--- src/sv/ssbpm_pkg.sv ---
// Shared types, constants and helpers for the SSB polar modulator.
`default_nettype none
package ssbpm_pkg;

	localparam int unsigned DECIMATION_DEF = 2;
	localparam int unsigned FIR_LEN = 16;
	localparam int unsigned CFG_IDX_W = 3;
	localparam int unsigned DIV_W = 22;
	localparam int unsigned QUO_W = 7;
	localparam int unsigned STEP_CNT_W = 3;
	localparam logic [STEP_CNT_W-1:0] DIV1_STEPS = 3'd6;
	localparam logic [STEP_CNT_W-1:0] DIV2_STEPS = 3'd7;
	localparam logic [QUO_W-1:0] ATAN_BASE = 7'd120;
	localparam logic [7:0] ATAN_QUARTER = 8'd176;
	localparam logic signed [10:0] CIRCLE_HALF = 11'sd352;
	localparam logic signed [11:0] CIRCLE_FULL = 12'sd704;

	localparam logic [7:0] GAIN_RST = 8'd8;
	localparam logic [15:0] FREQ_SCALE_RST = 16'd1454;
	localparam logic [15:0] PWM_HALF_RST = 16'd255;

	typedef enum logic [CFG_IDX_W-1:0] {
		REG_ENABLE,
		REG_LSB_MODE,
		REG_GAIN,
		REG_FREQ_SCALE,
		REG_PWM_HALF
	} cfg_idx_t;

	typedef struct packed {
		logic        enable;
		logic        lsb_mode;
		logic [7:0]  gain;
		logic [15:0] freq_scale;
		logic [15:0] pwm_half_count;
	} cfg_t;

	typedef enum logic [3:0] {
		S_IDLE,
		S_FILT,
		S_SHIFT,
		S_HILB,
		S_POLAR,
		S_DIV1_GO,
		S_DIV1,
		S_MUL2,
		S_DIV2_GO,
		S_DIV2,
		S_PHASE,
		S_SCALE,
		S_PWM,
		S_OUT
	} state_t;

	typedef struct packed {
		logic acc;
		logic filt;
		logic shift;
		logic hilb;
		logic polar;
		logic div_start;
		logic div_sel;
		logic mul2;
		logic phase;
		logic scale;
		logic pwm;
		logic load_out;
	} cmd_t;

	typedef struct packed {
		logic period_done;
		logic div_done;
	} stat_t;

	// signed divide by 2**sh, truncating toward zero
	function automatic logic signed [23:0] sdiv_pow2(input logic signed [23:0] v,
		input int unsigned sh);
		logic signed [23:0] bias;
		bias = v[23] ? 24'((1 << sh) - 1) : 24'sd0;
		return (v + bias) >>> sh;
	endfunction

endpackage
`default_nettype wire

--- src/sv/ssbpm_div.sv ---
// Restoring divider producing a short quotient, one bit per cycle.
`default_nettype none
module ssbpm_div (
	input  wire logic                         clk,
	input  wire logic                         arst_n,
	input  wire logic                         start,
	input  wire logic [ssbpm_pkg::DIV_W-1:0]  dividend,
	input  wire logic [ssbpm_pkg::DIV_W-1:0]  divisor_top,
	input  wire logic [ssbpm_pkg::STEP_CNT_W-1:0] steps,
	output logic                              done,
	output logic [ssbpm_pkg::QUO_W-1:0]       quotient
);
	import ssbpm_pkg::*;

	logic [DIV_W-1:0]      rem_q;
	logic [DIV_W-1:0]      ds_q;
	logic [QUO_W-1:0]      quo_q;
	logic [STEP_CNT_W-1:0] cnt_q;
	logic                  busy_q;
	logic                  fits;

	assign fits = rem_q >= ds_q;
	assign done = busy_q && (cnt_q == STEP_CNT_W'(1));
	assign quotient = quo_q;

	always_ff @(posedge clk or negedge arst_n) begin
		if (!arst_n) begin
			busy_q <= 1'b0;
			cnt_q <= '0;
		end else if (start) begin
			busy_q <= 1'b1;
			cnt_q <= steps;
		end else if (busy_q) begin
			cnt_q <= cnt_q - STEP_CNT_W'(1);
			if (done) begin
				busy_q <= 1'b0;
			end
		end
	end

	always_ff @(posedge clk) begin
		if (start) begin
			rem_q <= dividend;
			ds_q <= divisor_top;
			quo_q <= '0;
		end else if (busy_q) begin
			if (fits) begin
				rem_q <= rem_q - ds_q;
			end
			quo_q <= {quo_q[QUO_W-2:0], fits};
			ds_q <= ds_q >> 1;
		end
	end

endmodule
`default_nettype wire

--- src/sv/ssbpm_dp.sv ---
// Datapath: accumulator, filters, delay line, Hilbert FIR, polar conversion, scaling.
`default_nettype none
module ssbpm_dp #(
	parameter int unsigned DECIMATION = ssbpm_pkg::DECIMATION_DEF
) (
	input  wire logic               clk,
	input  wire logic               arst_n,
	input  wire ssbpm_pkg::cmd_t    cmd,
	input  wire ssbpm_pkg::cfg_t    cfg,
	input  wire logic signed [15:0] sample,
	output ssbpm_pkg::stat_t        stat,
	output logic [7:0]              envelope,
	output logic [15:0]             pwm_level,
	output logic signed [15:0]      freq_offset
);
	import ssbpm_pkg::*;

	localparam int unsigned CNT_W = (DECIMATION > 1) ? $clog2(DECIMATION) : 1;

	logic signed [15:0] sum_q;
	logic [CNT_W-1:0]   cnt_q;
	logic signed [15:0] lp_q, dc_q, ac_q;
	logic signed [15:0] dl_q [FIR_LEN];
	logic signed [15:0] x_q, y_q;
	logic [15:0]        num_q, den_q, mag_q;
	logic               swap_q, xneg_q, yneg_q, zero_q;
	logic [DIV_W-1:0]   dvd2_q;
	logic signed [10:0] last_phase_q;
	logic [9:0]         step_q;
	logic [23:0]        env_prod_q;
	logic [7:0]         env_q;
	logic [25:0]        freq_prod_q;
	logic [23:0]        pwm_prod_q;
	logic [7:0]         envelope_q;
	logic [15:0]        pwm_level_q;
	logic signed [15:0] freq_offset_q;
	logic               period_done_w;
	logic               div_done_w;

	assign stat = '{period_done: period_done_w, div_done: div_done_w};

	// accumulate
	logic signed [15:0] sum_next;
	assign sum_next = sum_q + sample;
	assign period_done_w = (cnt_q == CNT_W'(DECIMATION - 1));

	// low-pass and DC removal
	logic signed [15:0] ac_w, lp_new, dc_new, tap;
	logic signed [18:0] lp_num, dc_num;
	assign ac_w = {sum_q[14:0], 1'b0} + lp_q;
	assign lp_num = 19'(sum_q) - (19'(lp_q) <<< 1) - 19'(lp_q);
	assign dc_num = 19'(ac_w) + (19'(dc_q) <<< 1) + 19'(dc_q);
	assign lp_new = 16'(sdiv_pow2(24'(lp_num), 2));
	assign dc_new = 16'(sdiv_pow2(24'(dc_num), 2));
	assign tap = 16'(sdiv_pow2(24'(17'(ac_q) - 17'(dc_q)), 1));

	// Hilbert FIR, antisymmetric taps
	logic signed [16:0] e0, e2, e4, e6;
	logic signed [23:0] hacc, hq;
	assign e0 = 17'(dl_q[0]) - 17'(dl_q[14]);
	assign e2 = 17'(dl_q[2]) - 17'(dl_q[12]);
	assign e4 = 17'(dl_q[4]) - 17'(dl_q[10]);
	assign e6 = 17'(dl_q[6]) - 17'(dl_q[8]);
	assign hacc = (24'(e0) <<< 1) + (24'(e2) <<< 3)
		+ (24'(e4) <<< 4) + (24'(e4) <<< 2) + 24'(e4)
		+ (24'(e6) <<< 4) - 24'(e6);
	assign hq = sdiv_pow2(hacc, 7) + sdiv_pow2(24'(e6), 1);

	// octagon magnitude and argument ordering
	logic [15:0] ux, uy, num_w, den_w;
	logic        swap_w;
	assign ux = x_q[15] ? 16'(-17'(x_q)) : 16'(x_q);
	assign uy = y_q[15] ? 16'(-17'(y_q)) : 16'(y_q);
	assign swap_w = uy > ux;
	assign num_w = swap_w ? ux : uy;
	assign den_w = swap_w ? uy : ux;

	// divider, shared by both arctangent divisions
	logic [DIV_W-1:0]      div_dvd, div_top;
	logic [STEP_CNT_W-1:0] div_steps;
	logic [QUO_W-1:0]      quo;
	logic [22:0]           m2;
	logic [QUO_W-1:0]      atan_t;
	assign div_dvd = cmd.div_sel ? dvd2_q : {1'b0, num_q, 5'b0};
	assign div_top = cmd.div_sel ? {den_q, 6'b0} : {1'b0, den_q, 5'b0};
	assign div_steps = cmd.div_sel ? DIV2_STEPS : DIV1_STEPS;
	// the first quotient is complete and held in the divider during the multiply
	assign atan_t = ATAN_BASE - quo;
	assign m2 = 23'(atan_t) * 23'(num_q);

	ssbpm_div u_div (
		.clk         (clk),
		.arst_n      (arst_n),
		.start       (cmd.div_start),
		.dividend    (div_dvd),
		.divisor_top (div_top),
		.steps       (div_steps),
		.done        (div_done_w),
		.quotient    (quo)
	);

	// phase and phase step
	logic [7:0]         ph;
	logic signed [10:0] p1, phase_w;
	logic signed [11:0] diff, step_w;
	assign ph = swap_q ? (ATAN_QUARTER - {1'b0, quo}) : (zero_q ? 8'd0 : {1'b0, quo});
	assign p1 = xneg_q ? (CIRCLE_HALF - $signed({3'b0, ph})) : $signed({3'b0, ph});
	assign phase_w = yneg_q ? -p1 : p1;
	assign diff = 12'(phase_w) - 12'(last_phase_q);
	assign step_w = diff[11] ? (diff + CIRCLE_FULL) : diff;

	always_ff @(posedge clk or negedge arst_n) begin
		if (!arst_n) begin
			sum_q <= '0;
			cnt_q <= '0;
			lp_q <= '0;
			dc_q <= '0;
			last_phase_q <= '0;
			for (int i = 0; i < FIR_LEN; i++) begin
				dl_q[i] <= '0;
			end
		end else begin
			if (cmd.acc) begin
				sum_q <= sum_next;
				cnt_q <= period_done_w ? '0 : cnt_q + CNT_W'(1);
			end
			if (cmd.filt) begin
				sum_q <= '0;
				lp_q <= lp_new;
				dc_q <= dc_new;
			end
			if (cmd.shift) begin
				for (int i = 0; i < FIR_LEN - 1; i++) begin
					dl_q[i] <= dl_q[i+1];
				end
				dl_q[FIR_LEN-1] <= tap;
			end
			if (cmd.phase) begin
				last_phase_q <= phase_w;
			end
		end
	end

	always_ff @(posedge clk) begin
		if (cmd.filt) begin
			ac_q <= ac_w;
		end
		if (cmd.hilb) begin
			x_q <= dl_q[FIR_LEN/2 - 1];
			y_q <= hq[15:0];
		end
		if (cmd.polar) begin
			num_q <= num_w;
			den_q <= den_w;
			mag_q <= den_w + (num_w >> 2);
			swap_q <= swap_w;
			xneg_q <= x_q[15];
			yneg_q <= y_q[15];
			zero_q <= (ux == 16'd0);
		end
		if (cmd.mul2) begin
			dvd2_q <= m2[DIV_W-1:0];
		end
		if (cmd.phase) begin
			step_q <= step_w[9:0];
			env_prod_q <= 24'(mag_q) * 24'(cfg.gain);
		end
		if (cmd.scale) begin
			env_q <= (|env_prod_q[23:11]) ? 8'hFF : env_prod_q[10:3];
			freq_prod_q <= 26'(step_q) * 26'(cfg.freq_scale);
		end
		if (cmd.pwm) begin
			pwm_prod_q <= 24'(env_q) * 24'(cfg.pwm_half_count);
		end
		if (cmd.load_out) begin
			envelope_q <= env_q;
			pwm_level_q <= pwm_prod_q[23:8];
			freq_offset_q <= cfg.lsb_mode ? -freq_prod_q[23:8] : freq_prod_q[23:8];
		end
	end

	assign envelope = envelope_q;
	assign pwm_level = pwm_level_q;
	assign freq_offset = freq_offset_q;

endmodule
`default_nettype wire

--- src/sv/ssbpm_ctrl.sv ---
// Controller: sequences one decimated item through the datapath.
`default_nettype none
module ssbpm_ctrl (
	input  wire logic             clk,
	input  wire logic             arst_n,
	input  wire logic             in_valid,
	input  wire logic             enable,
	input  wire logic             out_ready,
	input  wire ssbpm_pkg::stat_t stat,
	output logic                  in_ready,
	output logic                  out_valid,
	output ssbpm_pkg::cmd_t       cmd
);
	import ssbpm_pkg::*;

	state_t state_q, state_d;
	logic   out_valid_q;
	logic   accept, out_free;

	assign in_ready = (state_q == S_IDLE);
	assign accept = in_valid && in_ready;
	assign out_free = !out_valid_q || out_ready;
	assign out_valid = out_valid_q;

	always_comb begin
		state_d = state_q;
		unique case (state_q)
			S_IDLE: begin
				if (accept && enable && stat.period_done) begin
					state_d = S_FILT;
				end
			end
			S_FILT:    state_d = S_SHIFT;
			S_SHIFT:   state_d = S_HILB;
			S_HILB:    state_d = S_POLAR;
			S_POLAR:   state_d = S_DIV1_GO;
			S_DIV1_GO: state_d = S_DIV1;
			S_DIV1: begin
				if (stat.div_done) begin
					state_d = S_MUL2;
				end
			end
			S_MUL2:    state_d = S_DIV2_GO;
			S_DIV2_GO: state_d = S_DIV2;
			S_DIV2: begin
				if (stat.div_done) begin
					state_d = S_PHASE;
				end
			end
			S_PHASE:   state_d = S_SCALE;
			S_SCALE:   state_d = S_PWM;
			S_PWM:     state_d = S_OUT;
			S_OUT: begin
				if (out_free) begin
					state_d = S_IDLE;
				end
			end
			default:   state_d = S_IDLE;
		endcase
	end

	always_comb begin
		cmd = '0;
		unique case (state_q)
			S_IDLE:    cmd.acc = accept && enable;
			S_FILT:    cmd.filt = 1'b1;
			S_SHIFT:   cmd.shift = 1'b1;
			S_HILB:    cmd.hilb = 1'b1;
			S_POLAR:   cmd.polar = 1'b1;
			S_DIV1_GO: cmd.div_start = 1'b1;
			S_DIV1:    cmd.div_sel = 1'b0;
			S_MUL2:    cmd.mul2 = 1'b1;
			S_DIV2_GO: begin
				cmd.div_start = 1'b1;
				cmd.div_sel = 1'b1;
			end
			S_DIV2:    cmd.div_sel = 1'b1;
			S_PHASE:   cmd.phase = 1'b1;
			S_SCALE:   cmd.scale = 1'b1;
			S_PWM:     cmd.pwm = 1'b1;
			S_OUT:     cmd.load_out = out_free;
			default:   cmd = '0;
		endcase
	end

	always_ff @(posedge clk or negedge arst_n) begin
		if (!arst_n) begin
			state_q <= S_IDLE;
			out_valid_q <= 1'b0;
		end else begin
			state_q <= state_d;
			if (cmd.load_out) begin
				out_valid_q <= 1'b1;
			end else if (out_ready) begin
				out_valid_q <= 1'b0;
			end
		end
	end

endmodule
`default_nettype wire

--- src/sv/ssb_polar_modulator.sv ---
// SSB polar modulator top level: configuration registers, controller and datapath.
// Samples are accepted in the idle state while a decimation period fills; the sample
// that completes a period starts a sequence (filter, delay-line shift, Hilbert FIR,
// polar conversion, two bit-serial arctangent divisions on one shared divider, four
// registered multiplies, output load), during which no sample is taken. The output
// load waits, stretching the sequence, while a previous result has not been taken.
// The result waits in an output register, so the next sample is taken while it is
// still pending. Configuration is written through cfg_valid/cfg_ready (always ready)
// and must only change while the block is idle.
// With enable low, samples are accepted and dropped.
`default_nettype none
module ssb_polar_modulator #(
	parameter int unsigned DECIMATION = ssbpm_pkg::DECIMATION_DEF
) (
	input  wire logic                              clk,
	input  wire logic                              arst_n,
	input  wire logic                              in_valid,
	output logic                                   in_ready,
	input  wire logic signed [15:0]                sample,
	output logic                                   out_valid,
	input  wire logic                              out_ready,
	output logic [7:0]                             envelope,
	output logic [15:0]                            pwm_level,
	output logic signed [15:0]                     freq_offset,
	input  wire logic                              cfg_valid,
	output logic                                   cfg_ready,
	input  wire logic [ssbpm_pkg::CFG_IDX_W-1:0]   cfg_index,
	input  wire logic [15:0]                       cfg_data
);
	import ssbpm_pkg::*;

	cfg_t  cfg_q;
	cmd_t  cmd;
	stat_t stat;

	assign cfg_ready = 1'b1;

	always_ff @(posedge clk or negedge arst_n) begin
		if (!arst_n) begin
			cfg_q.enable <= 1'b0;
			cfg_q.lsb_mode <= 1'b0;
			cfg_q.gain <= GAIN_RST;
			cfg_q.freq_scale <= FREQ_SCALE_RST;
			cfg_q.pwm_half_count <= PWM_HALF_RST;
		end else if (cfg_valid && cfg_ready) begin
			unique case (cfg_index)
				REG_ENABLE:     cfg_q.enable <= cfg_data[0];
				REG_LSB_MODE:   cfg_q.lsb_mode <= cfg_data[0];
				REG_GAIN:       cfg_q.gain <= cfg_data[7:0];
				REG_FREQ_SCALE: cfg_q.freq_scale <= cfg_data;
				REG_PWM_HALF:   cfg_q.pwm_half_count <= cfg_data;
				default:        cfg_q <= cfg_q;
			endcase
		end
	end

	ssbpm_ctrl u_ctrl (
		.clk       (clk),
		.arst_n    (arst_n),
		.in_valid  (in_valid),
		.enable    (cfg_q.enable),
		.out_ready (out_ready),
		.stat      (stat),
		.in_ready  (in_ready),
		.out_valid (out_valid),
		.cmd       (cmd)
	);

	ssbpm_dp #(
		.DECIMATION (DECIMATION)
	) u_dp (
		.clk         (clk),
		.arst_n      (arst_n),
		.cmd         (cmd),
		.cfg         (cfg_q),
		.sample      (sample),
		.stat        (stat),
		.envelope    (envelope),
		.pwm_level   (pwm_level),
		.freq_offset (freq_offset)
	);

`ifndef SYNTH
	// a dropped item must leave the block idle
	a_disabled_idle: assert property (@(posedge clk) disable iff (!arst_n)
		(in_valid && in_ready && !cfg_q.enable) |=> in_ready)
		else $error("disabled item started processing");

	// never overwrite a result that has not been taken
	a_no_overwrite: assert property (@(posedge clk) disable iff (!arst_n)
		cmd.load_out |-> (!out_valid || out_ready))
		else $error("pending result overwritten");

	// a result shows up only after a load
	a_valid_source: assert property (@(posedge clk) disable iff (!arst_n)
		$rose(out_valid) |-> $past(cmd.load_out))
		else $error("result valid without load");
`endif

endmodule
`default_nettype wire
--- config.mk ---
export PLATFORM = sky130hd
export DESIGN_NAME = ssb_polar_modulator
export DESIGN_NICKNAME = d
export VERILOG_FILES = /design/src/sv/ssbpm_pkg.sv /design/src/sv/ssbpm_div.sv /design/src/sv/ssbpm_dp.sv /design/src/sv/ssbpm_ctrl.sv /design/src/sv/ssb_polar_modulator.sv
export SDC_FILE = /design/constraint.sdc
export NUM_CORES = 2
export LEC_CHECK = 0
export ABC_AREA = 1
export BUFFER_PORTS_ARGS = -buffer_cell sky130_fd_sc_hd__buf_2
export CORE_MARGIN = 3
export CORE_UTILIZATION = 25
export CTS_CLUSTER_SIZE = 14
export DETAILED_ROUTE_END_ITERATION = 8
export PLACE_DENSITY = 0.45
export REMOVE_ABC_BUFFERS = 1
export SYNTH_ARGS = -nofsm -noshare
export SYNTH_HDL_FRONTEND = slang
export SYNTH_SLANG_ARGS = --single-unit
--- constraint.sdc ---
create_clock -name clk -period 27.8 [get_ports clk]
set_clock_uncertainty 0.2 [all_clocks]
set_input_delay 5.56 -clock clk [delete_from_list [all_inputs] [get_ports clk]]
set_output_delay 5.56 -clock clk [all_outputs]
set_load 0.005 [all_outputs]
Word level (Yosys, flattened, before mapping)
Cells that the tools add are included.
Storage, ports and cells
  bits of input ports: 40
  flip-flop bits (word level): 670
  output and inout port bits: 43
  logic and storage cells: 189
Cells by class
  multiplexer cells: 50
  add/subtract/negate cells: 36
  magnitude comparators: 2
  reductions and logical operators: 23
  multiply operators: 4
  eq/ne operators: 22
Operators by type and width (number)
  $mux W22: 7
  $mux W16: 7
  $sub A16 B16 Y17: 5
  $pmux W4 S14: 1
  $add A16 B16 Y16: 3
  $neg A16 Y16: 3
  $add A18 B18 Y18: 2
  $add A17 B2 Y17: 2
  $add A24 B17 Y24: 1
  $add A24 B19 Y24: 1
  $add A24 B21 Y24: 1
  $eq A4 B4 Y1 const B: 6
  $mul A10 B16 Y24: 1
  $mul A16 B8 Y24: 1
  $mul A8 B16 Y24: 1
  $sub A24 B17 Y24: 1
  $add A23 B23 Y23: 1
  $add A21 B21 Y22: 1
  $ge A22 B22 Y1: 1
  $mul A7 B16 Y22: 1
  $mux W11: 2
  $sub A22 B22 Y22: 1
  $add A18 B20 Y21: 1
  $mux W1: 21
  39 further kinds: 65

Depth between registers and ports, before layout
  word-level depth: 10
  depth in mapped cells: 63
  depth with buffers taken out: 63

Modules after synthesis
A second synthesis with hierarchy kept.
Second synthesis, totals
  cells, all modules: 7048
  area total of the unflattened synthesis: 57516.4 um^2
By module, submodules not included
  ssbpm_dp: cells an instance 6238, area an instance 51461.9 um^2, times used 1, seq. area each 14904.3 um^2
  ssbpm_div: cells an instance 547, area an instance 3873.7 um^2, times used 1, seq. area each 1561.5 um^2
  ssb_polar_modulator: cells an instance 195, area an instance 1776.7 um^2, times used 1, seq. area each 1071.0 um^2
  ssbpm_ctrl: cells an instance 68, area an instance 404.1 um^2, times used 1, seq. area each 125.1 um^2

Least setup slack after synthesis
No wires, ideal clock.
  path type: reg-to-reg
  start: reg u_dp.dl_q[176] in the netlist's numbering
  end: reg u_dp.y_q[14], data pin
  buffers on the path: 0
  arrival: 9342 ps
  required time: 27348 ps
  library setup time: 252 ps
  cell stages (with the launch flop): 56
  period minus slack after synthesis: 9794 ps
  slack: 18006 ps
  path through: dfrtp_1 inv_1 ha_1 inv_1 fa_1 nand3_1 nand2_1 a21oi_1 o21bai_1 a21o_1 a21oi_1 xnor2_1 inv_1 fa_1 inv_1 ha_1 nand2_1 nor4_1 (+20 left out) nand2_2 nand2_1 xor2_1 inv_1 fa_1 nand3_1 nand3_1 a21o_1 a21oi_1 o21ai_0 a21boi_0 o21ai_0 nand2_1 inv_1 o21ai_0 nand2_1 nand2_1 nand2_1
On the way
  cells in the longest elaborated chain, start to end: 9
RTL lines
  start, declared: RTL line ssbpm_dp.sv:23  | logic signed [15:0] dl_q [FIR_LEN];
  start signal, assigned by index: RTL line ssbpm_dp.sv:134  | dl_q[i] <= dl_q[i+1];
  start signal, assigned by index: RTL line ssbpm_dp.sv:136  | dl_q[FIR_LEN-1] <= tap;
  $sub A16 B16 Y17 (*): RTL line ssbpm_dp.sv:62  | assign e4 = 17'(dl_q[4]) - 17'(dl_q[10]);
  $add A21 B21 Y22: RTL line ssbpm_dp.sv:65  | + (24'(e4) <<< 4) + (24'(e4) <<< 2) + 24'(e4)
  $add A24 B19 Y24: RTL line ssbpm_dp.sv:65
  $add A24 B17 Y24 (*): RTL line ssbpm_dp.sv:65
  $add A24 B21 Y24 (*): RTL line ssbpm_dp.sv:66  | + (24'(e6) <<< 4) - 24'(e6);
  $sub A24 B17 Y24 (*): RTL line ssbpm_dp.sv:66
  $mux W7: RTL line ssbpm_pkg.sv:79  | bias = v[23] ? 24'((1 << sh) - 1) : 24'sd0;
  $add A23 B23 Y23 (*): RTL line ssbpm_pkg.sv:80  | return (v + bias) >>> sh;
  $add A16 B16 Y16 (*): RTL line ssbpm_dp.sv:67  | assign hq = sdiv_pow2(hacc, 7) + sdiv_pow2(24'(e6), 1);
  named net u_dp.hq[14]: RTL line ssbpm_dp.sv:59  | logic signed [23:0] hacc, hq;
  end signal, assigned: RTL line ssbpm_dp.sv:150  | y_q <= hq[15:0];
  end, declared: RTL line ssbpm_dp.sv:24  | logic signed [15:0] x_q, y_q;
The timed path passes the listed nets; every way through them passes the cells marked *.
A chain may end at the register's enable or synchronous reset.

Worst setup path in the final report
  start: reg u_dp.dl_q[80] in the netlist's numbering
  end: reg u_dp.y_q[14], data pin
Same word-level chain as after synthesis.

==> metrics <==
most frequent cell after synthesis nand2_1; commonest cells in the synthesized netlist 1829 x nand2_1, 1275 x inv_1, 466 x ha_1; Setup violations, final 0; Post-synth ARST share 56.4%; post-DP HPWL 121000 um; worst-skew pair later-pin latency 0.71 ns; initial core utilization 25.2%; hold_buf cts 0; via count 44400; Clock Path Buffers 3; synth top area cells fa_1 16%, dfrtp_1 15%, edfxtp_1 14%; die area 0.236 mm^2; final RePlAce weighted congestion 0.858; final wirelength 154000 um; Tightest Hold Check Type register to register; Die Y 486 um; WS Path Type register to register; Ports 83; global route total overflow 0; Seq/Total Area, Yosys 30.7%; count of final hold-check violations 0; Max-slew headroom 28.3%; CTS tree built; CTS clk-pin slew, worst paths 0.06 ns; final net count 7983; CP required 28.05 ns; unrepaired setup endpoints after global routing false; largest net degree at the start of global routing 161; CP Max Fanout 5; shortest period the worst path allows 11.26 ns; CP endpoint kind register; CTS HTree Levels 3; CORE AREA 0.228 mm^2; CP max stage cell fa_1; 1st-iter DRT viols 2476; Yosys cell types 70; DRT Pass-1 Iters 5; status complete, no violations; area leader, netlist fa_1; Final Slew Violations 0; slowest cell delay on critical path 0.55 ns; syn avg cell area 8.17 um^2; WL/cell 15.2 um; Post-CTS Repair Setup Buffers 0; Global Route Usage Sum 13.1%; port buffer count 81; area fraction of the dominant cell type after synthesis 15.8%; crit start category register; Via density 4.39; DRC errors left 0; # clock sinks 651; Top cell by count, worst path nand2_1; Die X 486 um; crit path DAT 11.51 ns; flops & latches, synth 651; Root Buffer clkbuf_16; Post-synth EDFFs 277; Final Cycle Share 40.5%; vias in the first global route 45200; Area Growth Syn to Fin 11.0%; CTS buffer count 80; predominant post-synthesis flop cell dfrtp_1; Syn Inst Count 7050; mapped cell area 0.0576 mm^2; post-cts gate resize count 0; Yosys Warn Count 0; share of layout cells above drive strength 1 5.01%; Max Freq 88.8 MHz; initial antenna violation count 2; row count 175; max-cap violations 0; ANT nets after route 0; setup TNS 0 ns; first-pass GRT wire length 251000 um; worst-margin pin slew 1.07 ns
[cell usage in the layout, fill, tap and decap left out, types with 17 or more instances in the layout]
master and n:
o21bai_1 30, nor3_1 50, ha_1 466, fa_1 455
o21ai_0 465, o211ai_1 18, edfxtp_1 277, nand3b_1 17
buf_2 80, nor2_1 319, a21o_1 24, nand4_1 54
buf_4 23, a31oi_1 26, dfrtp_1 351, o31ai_1 22
nand3_1 209, xor2_1 242, o21ai_1 34, clkbuf_16 83
inv_2 20, nand2_1 1829, o22ai_1 18, a21oi_1 353
xnor2_1 95, inv_1 1274
[critical path, delay by kind of cell, from the launching register on]
| kind | cells | cell delay, ns |
|---|---|---|
| compound gates | 15 | 3.10 |
| xor+xnor | 3 | 0.83 |
| fa+ha+maj | 10 | 3.67 |
| buf+inv | 7 | 0.49 |
| flops | 1 | 0.40 |
| simple gates | 20 | 2.34 |
[state kept, by name, indices dropped and copies added (netlist names), 21 cells and up]
signal            count
u_dp.u_div.rem_q     22
u_dp.dvd2_q          22
u_dp.env_prod_q      21
u_dp.dl_q           256
cfg_q                42
u_dp.u_div.ds_q      22
[metal layers]
| metal | global-route usage [%] | vias up | wire length, um |
|---|---|---|---|
| li1 | - | 22200 | - |
| met5 | 0 | - | 0 |
| met4 | 3.32 | 0 | 3560 |
| met1 | 18.1 | 21400 | 74300 |
| met2 | 21.6 | 657 | 71200 |
| met3 | 1.63 | 148 | 4830 |
[layout make-up]
class | instances | area, um^2
Fill cell | 24600 | 164000
Multi-Input combinational cell | 4886 | 34300
Sequential cell | 651 | 17700
Inverter | 1298 | 4880
Tap cell | 3009 | 3760
Clock buffer | 110 | 2310
Timing Repair Buffer | 105 | 608
Clock inverter | 37 | 393
Antenna cell | 2 | 5.00
[logic make-up (layout without fill, tap and decap cells)]
family                   count (synthesis)  count (layout)  synth area share, %
buffers and inverters                 1513            1550                 9.89
other                                    1               3              0.00651
adder cells (fa/ha/maj)                921             921                 25.9
flip-flops                             651             651                 30.7
XOR/XNOR                               341             341                 5.24
AO/OA/AOI/OAI                         1053            1053                 10.0
AND/OR/NAND/NOR                       2570            2570                 18.2
[path summary, 6_finish.rpt]
path / from / endpoint / slack (ns) / cells past startpoint
max in group asynchronous: arst_n / u_dp.lp_q[0] / 20.46 / 3
hold / removal: u_dp.pwm_prod_q[14] / u_dp.pwm_level[6] / 0.22 / 0
min in group asynchronous: arst_n / u_dp.dl_q[78] / 4.72 / 1
hold reg to reg: u_dp.pwm_prod_q[14] / u_dp.pwm_level[6] / 0.22 / 0
setup reg to reg: u_dp.dl_q[80] / u_dp.y_q[14] / 16.54 / 55
setup / recovery: u_dp.dl_q[80] / u_dp.y_q[14] / 16.54 / 55
[metrics by stage]
| stage | hold slack [ns] | cells | utilization [%] | worst slack [ns] | cell area (um^2) |
|---|---|---|---|---|---|
| after global routing | 0.220 | 10100 | 28.0 | 15.49 | 63900 |
| final | 0.216 | 10100 | 28.0 | 16.54 | 63900 |
| after floorplan | 0.200 | 6835 | - | 12.28 | 56800 |
| after CTS | 0.217 | 10100 | 28.0 | 16.48 | 63900 |
| after detailed placement | 0.205 | 9949 | 26.8 | 16.50 | 61200 |
| after global placement | 0.202 | 9949 | 26.8 | 16.50 | 61200 |
Power is left out: the tool's default activity adds up to more than one toggle a clock period on the data nets, which glitch-free logic cannot reach.
